[config.mk]
export PLATFORM = sky130hd
export DESIGN_NAME = lpr_div
export DESIGN_NICKNAME = d
export VERILOG_FILES = /design/src/hdl/lpr_pkg.sv /design/src/hdl/lpr_div.sv
export SDC_FILE = /design/constraint.sdc
export NUM_CORES = 1
export LEC_CHECK = 0
export BUFFER_PORTS_ARGS = -buffer_cell sky130_fd_sc_hd__buf_2
export CELL_PAD_IN_SITES_DETAIL_PLACEMENT = 0
export CELL_PAD_IN_SITES_GLOBAL_PLACEMENT = 1
export CORE_MARGIN = 2
export CORE_UTILIZATION = 38
export CTS_CLUSTER_DIAMETER = 40
export CTS_CLUSTER_SIZE = 30
export DETAILED_ROUTE_END_ITERATION = 6
export GPL_TIMING_DRIVEN = 0
export PLACE_DENSITY = 0.81
export SLEW_MARGIN = 0
export SYNTH_ARGS = -nofsm -noshare
export SYNTH_HDL_FRONTEND = slang
export SYNTH_SLANG_ARGS = --single-unit
[constraint.sdc]
create_clock -name clk -period 2 [get_ports clk]
set_clock_uncertainty 0.05 [all_clocks]
set_input_delay 0.1 -clock clk [delete_from_list [all_inputs] [get_ports clk]]
set_output_delay 0.1 -clock clk [all_outputs]
set_load 0.1 [all_outputs]
[src/hdl/lpr_pkg.sv]
package lpr_pkg;

  localparam int BUF_DEPTH  = 4096;
  localparam int IDX_W      = (BUF_DEPTH > 1) ? $clog2(BUF_DEPTH) : 1;
  localparam int CNT_W      = IDX_W + 1;
  localparam int SMP_W      = 16;
  localparam int FRAC_W     = 16;
  localparam int PITCH_W    = 10;
  localparam int POS_SHIFT  = 24;
  localparam int NUM_W      = IDX_W + POS_SHIFT;
  localparam int POS_HI_W   = NUM_W - FRAC_W;
  localparam int ADDR_W     = 3;
  localparam int DATA_W     = 32;

  localparam logic [PITCH_W-1:0] PITCH_MIN   = PITCH_W'(128);
  localparam logic [PITCH_W-1:0] PITCH_MAX   = PITCH_W'(512);
  localparam logic [PITCH_W-1:0] PITCH_RESET = PITCH_W'(307);
  localparam logic [FRAC_W-1:0]  FRAC_NEAR_ONE = FRAC_W'(65470);

  localparam logic CMD_LOAD    = 1'b0;
  localparam logic CMD_REQUEST = 1'b1;

  // register index taken from the word address bit
  localparam logic REG_PITCH = 1'b0;

  typedef enum logic [5:0] {
    ST_IDLE = 6'b000001,
    ST_DIV  = 6'b000010,
    ST_RD0  = 6'b000100,
    ST_RD1  = 6'b001000,
    ST_MUL  = 6'b010000,
    ST_FIN  = 6'b100000
  } state_t;

  typedef struct packed {
    logic go;
    logic done;
  } div_ctrl_t;

endpackage

[src/hdl/lpr_div.sv]
module lpr_div (
  input  logic                        clk,
  input  logic                        rst_n,
  input  logic                        go,
  input  logic [lpr_pkg::IDX_W-1:0]   dividend,
  input  logic [lpr_pkg::PITCH_W-1:0] divisor,
  output logic                        done,
  output logic [lpr_pkg::NUM_W-1:0]   quot
);
  import lpr_pkg::*;

  localparam int STEP_W = (NUM_W > 1) ? $clog2(NUM_W) : 1;

  logic [NUM_W-1:0]   sh_r, sh_nxt;
  logic [PITCH_W-2:0] rem_r, rem_nxt;
  logic [PITCH_W-1:0] dvs_r;
  logic [STEP_W-1:0]  cnt_r;
  logic               run_r;
  logic               done_r;
  logic [PITCH_W-1:0] trial;
  logic [PITCH_W-1:0] diff;
  logic               ge;

  // restoring division, dividend shifts out at the top, quotient in at the bottom
  always_comb begin
    trial   = {rem_r, sh_r[NUM_W-1]};
    ge      = (trial >= dvs_r);
    diff    = trial - dvs_r;
    rem_nxt = ge ? diff[PITCH_W-2:0] : trial[PITCH_W-2:0];
    sh_nxt  = {sh_r[NUM_W-2:0], ge};
  end

  always_ff @(posedge clk) begin
    if (!rst_n) begin
      run_r  <= 1'b0;
      done_r <= 1'b0;
      cnt_r  <= '0;
    end else begin
      done_r <= 1'b0;
      if (go) begin
        run_r <= 1'b1;
        cnt_r <= '0;
      end else if (run_r) begin
        cnt_r <= cnt_r + STEP_W'(1);
        if (cnt_r == STEP_W'(NUM_W - 1)) begin
          run_r  <= 1'b0;
          done_r <= 1'b1;
        end
      end
    end
  end

  always_ff @(posedge clk) begin
    if (go) begin
      sh_r  <= {dividend, {POS_SHIFT{1'b0}}};
      rem_r <= '0;
      dvs_r <= divisor;
    end else if (run_r) begin
      sh_r  <= sh_nxt;
      rem_r <= rem_nxt;
    end
  end

  assign done = done_r;
  assign quot = sh_r;

endmodule

==> reports/metrics.csv <==
metric;value;unit
Reg power frac;0.433;
Pwr Total;3.29;mW
Max Fclk;430;MHz
Worst EP arrival;2.50;ns
Yosys top cell area share;0.289;
first-pass GRT wire length;10600;um
Max VDD drop;0.000547;V
Pint;2.35;mW
PwrDens;874;nW/um2
Slew headroom;0.628;
Final Hold Vio Count;0;
post-synthesis cell type count;44;
Post-Synthesis Cells;266;
largest net degree at the start of global routing;13;
critical path launch point type;flip-flop;
Post-DP HPWL;4410;um
worst hold-check path type;input port to flip-flop;
Placer Congestion;0.761;
Yosys top cell by area;dfxtp_1;
worst slew pin tran;0.558;ns
GRT Residual Overflow;0;
Die W;90.5;um
Synthesis Warnings;0;
RSZ-0062 raised after global routing;yes;
Filler Cell Count;694;
Worst Path Max Fanout;7;
DR DRC count;0;
post-route ant nets;0;
Register-to-Register Path Depth;10;
number of enable flip-flop cells after synthesis;22;
failing checks;setup timing;
Mean Syn Cell Area;10.7;um2
async set or reset register ratio after synthesis;0;
clock sinks;63;
Crit path required time;2.18;ns
Skew-Pair Late Insertion Delay;0.33;ns
clock-pin slew on the worst setup and hold paths;0.07;ns
wire per inst;13.6;um
Leak Pwr;1.65;nW
Max Root-Sink Buffers;2;
antenna cell count;0;
P_sw;0.941;mW
io pins;62;
std cell rows;31;
Crit Path Class;flip-flop to flip-flop;
Core Region;7250;um2
Primary FF master, synth;dfxtp_1;
hold depth;2;
vias;2252;
share of cells above drive strength 1;0.289;
commonest cells in the netlist;dfxtp_1 (41), nor2_1 (41), mux2i_1 (29);
Final Cell Area;3770;um2
worst setup margin;-0.326;ns
Switching Fraction;0.286;
PortBufs;61;
CTS tree;built;
Die ar.;8190;um2
area grow syn2layout;32.4;%
Placed Area;3290;um2
initial core utilization;0.392;
net count after synthesis;303;
Layout Utilization;0.519;
fin. max-slew vios;0;
GRT Total Usage;0.159;
sequential share of the synthesized area;0.521;
CTS buffer count;9;
endpoints failing setup;10;
vias in the first global route;2240;
combinational power share;0.204;
Pre-antenna DRT Iters;4;
antenna violations before repair;0;
DRT Wirelength;6300;um
crit share post-route;1.16;
Setup crit end kind;flip-flop;
synth top area cells;dfxtp_1 (29%), edfxtp_1 (23%), mux2i_1 (10%);
synthesis-stage register bit count;63;
Period minus WS final;2.33;ns
Max Cap Viol;0;
post-DR vias/cell;4.87;
H-tree Lvls;3;
Clk pwr share;0.362;
clk root buf;clkbuf_8;
status;finished with violations;
Mapped Area;2840;um2
DR iter-0 viols;104;
Die Span Y;90.5;um
Final nets;395;
cell type report:
| class | instances | area (um2) | area share |
|---|---|---|---|
| Multi-Input combinational cell | 177 | 1350 | 0.357 |
| Clock buffer | 12 | 145 | 0.0385 |
| Timing Repair Buffer | 81 | 493 | 0.131 |
| Tap cell | 99 | 124 | 0.0329 |
| Buffer | 12 | 55.1 | 0.0146 |
| Clock inverter | 4 | 68.8 | 0.0183 |
| Inverter | 14 | 52.6 | 0.0140 |
| Sequential cell | 63 | 1480 | 0.393 |
cell families after synthesis:
logic type / count (synthesis) / share of synthesized area
AND/OR/NAND/NOR: 81 / 0.132
XOR/XNOR: 9 / 0.0277
AO/OA/AOI/OAI: 46 / 0.125
multiplexers: 29 / 0.102
flip-flops: 63 / 0.521
adder cells (fa/ha/maj): 12 / 0.0554
buffers and inverters: 26 / 0.0378
power by group through the flow:
stage	clock, mW	combinational (mW)	sequential (mW)
finish	1.19	0.672	1.43
detailed placement	0	0.594	1.45
CTS	1.22	0.649	1.43
floorplan	0	0.290	1.63
global route	1.28	0.725	1.43
global placement	0	0.588	1.45
metal layers:
layer,global-route usage,vias up,share of wire
met2,0.252,49,0.47
met1,0.204,1060,0.46
met5,0,-,0
li1,-,1135,-
met3,0.0451,8,0.051
met4,0.0667,0,0.014
path summary, 6_finish.rpt:
path | slack (ns) | startpoint | end
setup / recovery | -0.33 | quot[35]$_DFFE_PP_ | rem_r[0]$_SDFFE_PP0P_
hold / removal | 0.02 | dividend[6] | quot[30]$_DFFE_PP_
hold reg to reg | 0.43 | cnt_r[5]$_SDFFE_PP0P_ | done$_SDFF_PP0_
setup reg to reg | -0.33 | quot[35]$_DFFE_PP_ | rem_r[0]$_SDFFE_PP0P_
through the flow:
step	worst slack (ns)	TNS [ns]	hold WS, ns	std cells
after detailed placement	-0.486	-3.67	0.231	426
after global routing	-0.444	-3.55	0.0114	462
final	-0.326	-2.36	0.0205	462
after global placement	-0.448	-3.41	0.231	426
after CTS	-0.325	-2.23	0.00450	460
after floorplan	-0.741	-6.63	0.149	266
worst max-delay path, cell delays in order, from the launching register on:
cell and delay, ns:
edfxtp_1 0.40, inv_2 0.09, ha_4 0.13, inv_2 0.03, fa_2 0.37, a211oi_4 0.27
o211ai_2 0.16, a31o_1 0.21, buf_6 0.14, and3_4 0.17, a311oi_2 0.20
state kept, by name (all words and copies together) (netlist names):
name,flops
done,1
cnt_r,6
run_r,1
rem_r,9
quot,36
dvs_r,10
placed cells by master (no fill, tap or decap), types with 2 or more instances in the layout:
cell / Yosys / routed
mux2i_1: 29 / 29
and3_1: 2 / 2
clkbuf_8: 0 / 10
a211oi_1: 6 / 3
o21ai_0: 8 / 7
nor2_1: 41 / 41
buf_1: 3 / 3
a22o_1: 10 / 10
nor2b_1: 4 / 4
buf_6: 1 / 3
edfxtp_1: 22 / 22
xor2_1: 7 / 7
nand3_1: 3 / 3
buf_4: 0 / 6
inv_1: 14 / 12
o311ai_2: 0 / 2
nand4_1: 4 / 4
bufinv_16: 0 / 2
buf_2: 2 / 63
inv_2: 0 / 2
nor3_1: 2 / 2
nor3b_1: 2 / 2
ha_1: 11 / 10
a21oi_1: 7 / 6
dlygate4sd3_1: 0 / 12
nand2_1: 17 / 17
dfxtp_1: 41 / 41
a211oi_2: 1 / 3
xnor2_1: 2 / 2
clkbuf_1: 6 / 8
what timing repair did:
action                     CTS  global route
hold buffers                12             0
gates cloned                 0             0
buffers inserted             6             2
gates resized for setup      5            11
hold endpoints to repair    12             0
setup endpoints to repair   10            10
pin swaps                    6             6
Power figures use the tool's default switching activity.
